<file path="src/hw/rtl/itda_pkg.sv">
package itda_pkg;

    // width of the input word
    localparam int WORD_BITS = 16;
    // decimal digits needed for the largest word, floor(n*log10(2)) + 1
    localparam int DIGITS    = ((WORD_BITS * 1233) >> 12) + 1;
    localparam int BCD_W     = DIGITS * 4;
    localparam int CNT_W     = $clog2(WORD_BITS + 1);

    localparam logic [7:0] CH_MINUS = 8'd45;
    localparam logic [7:0] CH_ZERO  = 8'd48;

    typedef enum logic [1:0] {
        ST_IDLE,
        ST_CONV,
        ST_STRIP,
        ST_EMIT
    } itda_state_t;

    typedef struct packed {
        logic                 func;
        logic [WORD_BITS-1:0] value;
    } itda_in_t;

    typedef struct packed {
        logic [7:0] ascii_char;
        logic       last;
    } itda_out_t;

    // double-dabble correction: add 3 to every digit of 5 or more
    function automatic logic [BCD_W-1:0] bcd_add3(input logic [BCD_W-1:0] bcd);
        logic [BCD_W-1:0] res;
        logic [3:0]       dig;
        res = bcd;
        for (int i = 0; i < DIGITS; i++)
        begin
            dig = bcd[i*4 +: 4];
            if (dig >= 4'd5)
            begin
                res[i*4 +: 4] = dig + 4'd3;
            end
        end
        return res;
    endfunction

endpackage

</file>
<file path="src/hw/rtl/int_to_decimal_ascii_unit.sv">
// Binary word to decimal ASCII text. Each input beat carries a WORD_BITS-bit
// word and a func bit (0 = unsigned, 1 = two's complement signed). The unit
// returns the decimal text one character per output beat, most significant
// digit first, with no leading zeros; zero gives a single '0', a negative
// value gives '-' then the magnitude (the most negative word converts
// correctly), and the final character of each number has last set. An item
// passes through the serial double-dabble converter's shift-and-correct
// steps, then leading zero digits are dropped, then the text goes out one
// character per cycle while the sink is ready. in_ready is high only while
// the unit is idle. The last character sits in its own output register, so
// the next item is taken while that character is still held.
module int_to_decimal_ascii_unit (
    input  logic                clk,
    input  logic                rst_n,
    input  logic                in_valid,
    output logic                in_ready,
    input  itda_pkg::itda_in_t  in_beat,
    output logic                out_valid,
    input  logic                out_ready,
    output itda_pkg::itda_out_t out_beat
);
    import itda_pkg::*;

    itda_state_t          state_reg, state_next;
    logic [WORD_BITS-1:0] bin_reg, bin_next;      // binary bits still to shift in
    logic [BCD_W-1:0]     bcd_reg, bcd_next;      // packed bcd digits, msd on top
    logic [CNT_W-1:0]     cnt_reg, cnt_next;      // bit count, then digit count
    logic                 neg_reg, neg_next;      // minus sign still to send
    logic                 out_valid_reg, out_valid_next;
    itda_out_t            out_reg, out_next;

    logic                 in_fire;
    logic                 out_load;               // output register free this cycle
    logic                 cnt_one;
    logic                 in_neg;
    logic [WORD_BITS-1:0] in_mag;
    logic [BCD_W-1:0]     bcd_adj;
    logic [3:0]           top_digit;

    assign in_ready  = (state_reg == ST_IDLE);
    assign in_fire   = in_valid && in_ready;
    assign out_load  = !out_valid_reg || out_ready;
    assign cnt_one   = (cnt_reg == CNT_W'(1));
    assign top_digit = bcd_reg[BCD_W-1 -: 4];
    assign bcd_adj   = bcd_add3(bcd_reg);

    // sign and magnitude at word width, so the most negative word has no overflow
    assign in_neg = in_beat.func && in_beat.value[WORD_BITS-1];
    assign in_mag = in_neg ? WORD_BITS'(~in_beat.value + WORD_BITS'(1)) : in_beat.value;

    // next state
    always_comb
    begin
        state_next = state_reg;
        unique case (state_reg)
            ST_IDLE:
            begin
                if (in_fire)
                begin
                    state_next = ST_CONV;
                end
            end
            ST_CONV:
            begin
                if (cnt_one)
                begin
                    state_next = ST_STRIP;
                end
            end
            ST_STRIP:
            begin
                // stop at the first nonzero digit, or keep a single zero
                if (top_digit != 4'd0 || cnt_one)
                begin
                    state_next = ST_EMIT;
                end
            end
            ST_EMIT:
            begin
                // final digit goes out, the sign never ends the text
                if (out_load && !neg_reg && cnt_one)
                begin
                    state_next = ST_IDLE;
                end
            end
            default:
            begin
                state_next = ST_IDLE;
            end
        endcase
    end

    // datapath and output register
    always_comb
    begin
        bin_next       = bin_reg;
        bcd_next       = bcd_reg;
        cnt_next       = cnt_reg;
        neg_next       = neg_reg;
        out_next       = out_reg;
        out_valid_next = out_valid_reg && !out_ready;
        unique case (state_reg)
            ST_IDLE:
            begin
                if (in_fire)
                begin
                    bin_next = in_mag;
                    bcd_next = '0;
                    cnt_next = CNT_W'(WORD_BITS);
                    neg_next = in_neg;
                end
            end
            ST_CONV:
            begin
                // correct every digit, then shift one binary bit in
                bcd_next = {bcd_adj[BCD_W-2:0], bin_reg[WORD_BITS-1]};
                bin_next = {bin_reg[WORD_BITS-2:0], 1'b0};
                cnt_next = cnt_one ? CNT_W'(DIGITS) : cnt_reg - CNT_W'(1);
            end
            ST_STRIP:
            begin
                if (top_digit == 4'd0 && !cnt_one)
                begin
                    bcd_next = {bcd_reg[BCD_W-5:0], 4'd0};
                    cnt_next = cnt_reg - CNT_W'(1);
                end
            end
            ST_EMIT:
            begin
                if (out_load)
                begin
                    out_valid_next = 1'b1;
                    if (neg_reg)
                    begin
                        out_next.ascii_char = CH_MINUS;
                        out_next.last       = 1'b0;
                        neg_next            = 1'b0;
                    end
                    else
                    begin
                        out_next.ascii_char = CH_ZERO + {4'd0, top_digit};
                        out_next.last       = cnt_one;
                        bcd_next            = {bcd_reg[BCD_W-5:0], 4'd0};
                        cnt_next            = cnt_reg - CNT_W'(1);
                    end
                end
            end
            default:
            begin
                out_valid_next = 1'b0;
            end
        endcase
    end

    always_ff @(posedge clk or negedge rst_n)
    begin
        if (!rst_n)
        begin
            state_reg     <= ST_IDLE;
            out_valid_reg <= 1'b0;
            neg_reg       <= 1'b0;
            cnt_reg       <= '0;
        end
        else
        begin
            state_reg     <= state_next;
            out_valid_reg <= out_valid_next;
            neg_reg       <= neg_next;
            cnt_reg       <= cnt_next;
        end
    end

    // payload, no reset needed
    always_ff @(posedge clk)
    begin
        bin_reg <= bin_next;
        bcd_reg <= bcd_next;
        out_reg <= out_next;
    end

    assign out_valid = out_valid_reg;
    assign out_beat  = out_reg;

endmodule

</file>
<file path="config.mk">
export PLATFORM = sky130hd
export DESIGN_NAME = int_to_decimal_ascii_unit
export DESIGN_NICKNAME = d
export VERILOG_FILES = /design/src/hw/rtl/itda_pkg.sv /design/src/hw/rtl/int_to_decimal_ascii_unit.sv
export SDC_FILE = /design/constraint.sdc
export NUM_CORES = 1
export LEC_CHECK = 0
export BUFFER_PORTS_ARGS = -buffer_cell sky130_fd_sc_hd__buf_2
export CORE_MARGIN = 3
export CORE_UTILIZATION = 59
export CTS_CLUSTER_DIAMETER = 50
export DETAILED_ROUTE_END_ITERATION = 10
export GPL_ROUTABILITY_DRIVEN = 1
export GPL_TIMING_DRIVEN = 0
export PLACE_DENSITY = 0.8
export SYNTH_ARGS = -nofsm -noshare
export SYNTH_HDL_FRONTEND = slang
export SYNTH_SLANG_ARGS = --single-unit
</file>
<file path="constraint.sdc">
create_clock -name clk -period 3.8 [get_ports clk]
set_clock_uncertainty 0.2 [all_clocks]
set_input_delay 0.19 -clock clk [delete_from_list [all_inputs] [get_ports clk]]
set_output_delay 0.19 -clock clk [all_outputs]
set_load 0.02 [all_outputs]
</file>
==> summary.md, run 1 <==
| Metric | Value |
|---|---|
| Share of cells above drive strength 1 | 13.69% |
| Final Total Pwr | 2994 uW |
| Total grt overflow | 0 |
| Via count | 2,386 |
| Post-synthesis sequential area ratio | 47.67% |
| Post-Route WL | 5.944 mm |
| Status | completed |
| Commonest non-fill, non-tap cell in the layout | edfxtp_1 |
| Synth cell types | 47 |
| Rows | 25 |
| Post-route clock period utilization | 71.17% |
| First-pass GRT wire length | 10.13 mm |
| Clk root buf | clkbuf_8 |
| CTS tree | done |
| Clock Latency Late Sink | 0.30 ns |
| Leakage power | 0.001411 uW |
| DRC violation count after routing | 0 |
| Synth Warn # | 0 |
| Critical path's most frequent cell | buf_2 |
| Mapped Cells | 319 |
| Hold_sp | in_beat[0] |
| Worst path max stage delay | 0.60 ns |
| Pre-antenna DRT Iters | 4 |
| Final slew viol count | 0 |
| Max-cap violations | 0 |
| Die Ht | 78.70 um |
| Fin. Hold Viols | 0 |
| Tightest Pin Transition | 0.8693 ns |
| Seq cells post-synth | 51 |
| Synthesized area | 3118 um^2 |
| Slowest-stage cell, CP | inv_1 |
| Final min period | 2.704 ns |
| Worst EP arrival | 2.43 ns |
| Htree depth | 2 |
| Ys flop type | edfxtp_1 |
| Setup TNS | 0 ns |
| FF-to-FF Start | cnt_reg[0] |
| Final instance area | 3451 um^2 |
| Pin count of the biggest net entering global routing | 22 |
| Area Growth Syn to Fin | 10.67% |
| Starting Density | 63.49% |
| Chip width | 78.70 um |
| VDD IR-drop max | 0.0003581 V |
| Initial antenna violation count | 0 |
| Crit-path cells | ha_1 -> or4b_1 -> buf_2 -> nand3_1 -> a221o_1 -> buf_2 -> inv_1 |
| Drt initial violations | 154 |
| HP Class | in -> reg |
| Power per Cell Area | 867.7 nW/um^2 |
| Unrepaired setup endpoints after global routing | false |
| WS Path Type | reg -> reg |
| Die area | 6193 um^2 |
| Total GRT Usage | 20.63% |
| Clock-pin slew on the worst setup and hold paths | 0.09 ns |
| Most frequent cells in the layout | edfxtp_1, nor2_1, nand2_1, buf_2, o21ai_0 |
| Routed vias/inst | 5.614 |
| Worst Path Required | 3.53 ns |
| CP max FO | 21 |
| Slew headroom | 41.13% |
| I/O Pins | 32 |
| Max reg flops | 20 |
| Setup-failing EPs final | 0 |
| CP startpoint kind | register |
| Clock sinks | 51 |
| Syn Area/Cell | 9.774 um^2 |
| Nets | 398 |
| Placed Area | 3353 um^2 |
| CORE AREA | 4911 um^2 |
| Async S/R FF share, synth | 17.65% |
| Post-DP HPWL | 4.380 mm |
| Fmax achieved | 0.3698 GHz |
| Clock Tree Buf Depth | 2 |
| Routed Antenna Nets | 0 |
| Routability Congestion | 0.8163 |
| Routed wire per std cell | 13.99 um |
| Crit path from | cnt_reg[0] |
| IO Port Bufs | 28 |
| N_diodes | 0 |
| EDFF count, synth | 42 |
| Kind of end point of the critical path | register |
| Vias in the first global route | 2,302 |
| Hold WS | 0.01680 ns |
| # resized after CTS | 0 |
| TritonCTS buffer count | 5 |
-- layer usage --
layer / vias up / track usage [%] / routed length [um]
li1: 1203 / - / -
met1: 1124 / 24.42 / 2593
met2: 49 / 37.10 / 2987
met3: 10 / 3.288 / 274
met4: 0 / 8.566 / 88
met5: - / 0 / 0
-- worst max-delay path, delay by kind of cell, from the launching register on --
family          cells  cell delay [ns]
compound gates      1             0.31
fa+ha+maj           1             0.21
flops               1             0.43
simple gates        2             0.27
buf+inv             3             0.92
-- power breakdown --
group	internal [uW]	switching (uW)	leakage [uW]
Clock	123	166	0.0000414
Sequential	1040	183	0.000535
Combinational	572	914	0.000834
Total	1730	1260	0.00141
-- final cells by class --
class,count,area (um^2)
multi-input cells,231,1479
plain buffers,14,66.31
flip-flops and latches,51,1486
fillers,384,1460
clock buffers,5,68.82
well taps,67,83.83
inverters,24,90.09
repair buffers,31,167.7
clock inverters,2,8.758
-- worst paths after layout --
kind	endpoint	slack, ns	depth (start not counted)
max	bcd_reg[1]	1.10	7
min	bin_reg[0]	0.02	3
max reg2reg	bcd_reg[1]	1.10	7
min reg2reg	out_valid	0.33	2
max in group asynchronous	cnt_reg[3]	3.12	2
min in group asynchronous	neg_reg	0.08	2
-- per-stage QoR --
stage	util (%)	cells	setup WS, ns
3_3_place_gp	68.13	415	0.3239
2_1_floorplan	-	320	1.005
4_1_cts	70.27	425	1.094
3_5_place_dp	68.28	416	1.108
5_1_grt	70.27	425	0.8799
6_report	70.27	425	1.096
-- cells by family after synthesis --
kind of cell / after synthesis / share of synthesized area [%]
compound gates: 80 / 15.85
mux: 6 / 2.047
fa+ha+maj: 19 / 7.624
flops: 51 / 47.67
xor+xnor: 21 / 5.899
other cells: 2 / 0.2409
simple gates: 102 / 15.65
buf+inv: 38 / 5.016
-- cells in the mapped netlist (all sizes together), types with 2 or more instances --
master   count  area, um^2
a211o        2       17.52
a21o         3       22.52
a21oi       19       95.09
a22oi        7       52.55
a2bb2oi      3       26.28
a32oi        2       17.52
and2         2       12.51
buf          6       36.28
clkbuf       8       30.03
conb         2       7.510
dfrtp        9       225.2
edfxtp      42        1261
ha          19       237.7
inv         23       86.33
mux2         3       33.78
mux2i        3       30.03
nand2       30       112.6
nand2b       9       56.30
nor2        36       135.1
nor3         7       35.03
nor3b        5       37.54
o211ai       2       15.01
o21ai       32       160.1
o22ai        2       12.51
or2          3       18.77
or4          4       37.53
xnor2       14       122.6
xor2         7       61.31
-- what timing repair did --
action	in CTS	in global routing
endpoints found under the hold margin	10	0
hold buffers	2	0
setup buffers	0	0
Power figures use the tool's default switching activity.
==> run 2: changes to the inputs <==
- CORE_UTILIZATION: 59 -> 53
- PLACE_DENSITY: 0.8 -> 0.76
- clock period: 3.8 -> 2.2 ns (I/O delays scaled with it)
==> run 2 against run 1 <==
Net effect:
- critical path type unchanged
- cell count grew 5.4%
- the run now ends with setup timing left
- via count is 4.1% higher
- sequential power rose by 72%
- hold slack worse by 0.0049 ns
- largest power group unchanged
- register-to-register slack worse by 1.1 ns
- maximum frequency increased by 21%
- routed wire length up 14%
==> summary.md, run 2 (synthesized netlist as in run 1, its figures left out) <==
| Metric | Value |
|---|---|
| Status | finished with violations (was completed) |
| Failing checks | setup timing |
| Routability Congestion | 0.7980 (was 0.8163) |
| Fin. Hold Viols | 0 (unchanged) |
| Tightest Pin Transition | 0.8526 ns (was 0.8693 ns) |
| Nets | 415 (was 398) |
| Max reg flops | 20 (unchanged) |
| VDD IR-drop max | 0.0007074 V (was 0.0003581 V) |
| Hold_sp | in_beat[12] (was in_beat[0]) |
| Placed Area | 3379 um^2 (was 3353 um^2) |
| Min-Delay Path Depth | 3 (unchanged) |
| Min-Delay Endpoint | bin_reg[12] (was bin_reg[0]) |
| WS Path Type | reg -> reg (unchanged) |
| Slew headroom | 42.26% (was 41.13%) |
| Post-Route WL | 6.756 mm (was 5.944 mm) |
| Setup-failing EPs final | 11 (was 0) |
| Initial antenna violation count | 0 (unchanged) |
| TritonCTS buffer count | 5 (unchanged) |
| Commonest non-fill, non-tap cell in the layout | edfxtp_1 (unchanged) |
| Final min period | 2.227 ns (was 2.704 ns) |
| Die Ht | 82.70 um (was 78.70 um) |
| Final Core Density | 66.40% (was 70.27%) |
| N_diodes | 0 (unchanged) |
| Power per Cell Area | 1584 nW/um^2 (was 867.7 nW/um^2) |
| Die area | 6839 um^2 (was 6193 um^2) |
| Non-Filler Instances | 448 (was 425) |
| Clock sinks | 51 (unchanged) |
| Fillers | 429 (was 384) |
| Max-cap violations | 0 (unchanged) |
| CP startpoint kind | register (unchanged) |
| Area Growth Syn to Fin | 19.42% (was 10.67%) |
| DRC violation count after routing | 0 (unchanged) |
| Pre-antenna DRT Iters | 4 (unchanged) |
| Routed wire per std cell | 15.08 um (was 13.99 um) |
| Most frequent cells in the layout | edfxtp_1, nor2_1, nand2_1 (was edfxtp_1, nor2_1, nand2_1, buf_2, o21ai_0) |
| Post-route clock period utilization | 101.2% (was 71.17%) |
| Rows | 27 (was 25) |
| I/O Pins | 32 (unchanged) |
| Fmax achieved | 0.4490 GHz (was 0.3698 GHz) |
| Reg-to-Reg End | bcd_reg[18] (was bcd_reg[1]) |
| Placed cell count | 420 (was 416) |
| CP max FO | 6 (was 21) |
| Final instance area | 3724 um^2 (was 3451 um^2) |
| First-pass GRT wire length | 10.75 mm (was 10.13 mm) |
| Via count | 2,483 (was 2,386) |
| Htree depth | 2 (unchanged) |
| HP Class | in -> reg (unchanged) |
| Clock Latency Late Sink | 0.31 ns (was 0.30 ns) |
| Final slew viol count | 0 (unchanged) |
| Post-DP HPWL | 4.436 mm (was 4.380 mm) |
| Setup slack, reg-to-reg | -0.03 ns (was 1.10 ns) |
| Leakage power | 0.001511 uW (was 0.001411 uW) |
| Total grt overflow | 0 (unchanged) |
| Total GRT Usage | 20.83% (was 20.63%) |
| Hold WS | 0.01191 ns (was 0.01680 ns) |
| Unrepaired setup endpoints after global routing | true (was false) |
| Clock-pin slew on the worst setup and hold paths | 0.08 ns (was 0.09 ns) |
| Worst reg2reg path depth | 8 (was 7) |
| Kind of end point of the critical path | register (unchanged) |
| Clock Tree Buf Depth | 2 (unchanged) |
| CORE AREA | 5608 um^2 (was 4911 um^2) |
| Worst EP arrival | 2.06 ns (was 2.43 ns) |
| FF-to-FF Start | cnt_reg[1] (was cnt_reg[0]) |
| Share of cells above drive strength 1 | 23.14% (was 13.69%) |
| Routed Antenna Nets | 0 (unchanged) |
| Final setup margin | -0.02736 ns (was 1.096 ns) |
| Clk root buf | clkbuf_8 (unchanged) |
| CTS tree | done (unchanged) |
| Starting Density | 55.60% (was 63.49%) |
| Worst Path Required | 2.04 ns (was 3.53 ns) |
| Drt initial violations | 151 (was 154) |
| Pin count of the biggest net entering global routing | 17 (was 22) |
| Routed vias/inst | 5.542 (was 5.614) |
| Vias in the first global route | 2,381 (was 2,302) |
| IO Port Bufs | 28 (unchanged) |
| Setup TNS | -0.1537 ns (was 0 ns) |
| Chip width | 82.70 um (was 78.70 um) |
==> run 2: area by class of cell <==
cell class	instances	area (um^2)	share of cell area, %
tap	72	90.09	2.419
buffer	12	71.32	1.915
inverter	24	95.09	2.554
clock buffer	8	80.08	2.151
timing repair inverter	3	22.52	0.6048
multi-input combinational	231	1565	42.04
sequential	51	1486	39.92
timing repair buffer	47	312.8	8.401
==> run 2: report_power, final <==
| group | total, uW | internal (uW) | leakage, uW | switching (uW) |
|---|---|---|---|---|
| combinational | 3270 | 1380 | 0.000936 | 1890 |
| clock | 524 | 227 | 0.0000395 | 298 |
| sequential | 2100 | 1780 | 0.000535 | 319 |
==> run 2: worst max path at each step <==
stage | start | to | cells after the start | slack, ns
after floorplan | cnt_reg[1] | bcd_reg[0] | 8 | -0.07
after global placement | state_reg[1] | bin_reg[4] | 4 | -0.36
after detailed placement | state_reg[1] | bin_reg[4] | 4 | -0.43
after CTS | cnt_reg[1] | bcd_reg[18] | 8 | -0.02
after global routing | cnt_reg[1] | bcd_reg[19] | 8 | -0.12
final | cnt_reg[1] | bcd_reg[18] | 8 | -0.03
==> run 2: stage by stage <==
step	setup WS, ns	power [uW]
floorplan	-0.07178	4076
global placement	-0.3552	4622
detailed placement	-0.4282	4757
CTS	-0.01724	5672
global route	-0.1182	6376
finish	-0.02736	5899
==> run 2: what timing repair did <==
action	CTS	global route
cloned	3	0
setup endpoints to repair	63	49
buffers inserted	10	5
hold buffers	4	0
gates resized for setup	18	17
pin swaps	4	4
endpoints found under the hold margin	11	0
==> run 2: critical path, cell delays in order (launching register included) <==
cell	delay (ns)
dfrtp_1	0.39
inv_2	0.08
ha_4	0.11
or4b_4	0.48
nand3_2	0.09
a221o_1	0.16
buf_6	0.13
buf_8	0.14
clkinvlp_4	0.17
==> run 2: per-layer routing <==
layer | GRT usage, % | share of wire (%) | up-vias
li1 | - | - | 1236
met1 | 24.20 | 42 | 1170
met2 | 37.18 | 52 | 69
met3 | 3.579 | 4.1 | 8
met4 | 9.641 | 1.7 | 0
met5 | 0 | 0 | -
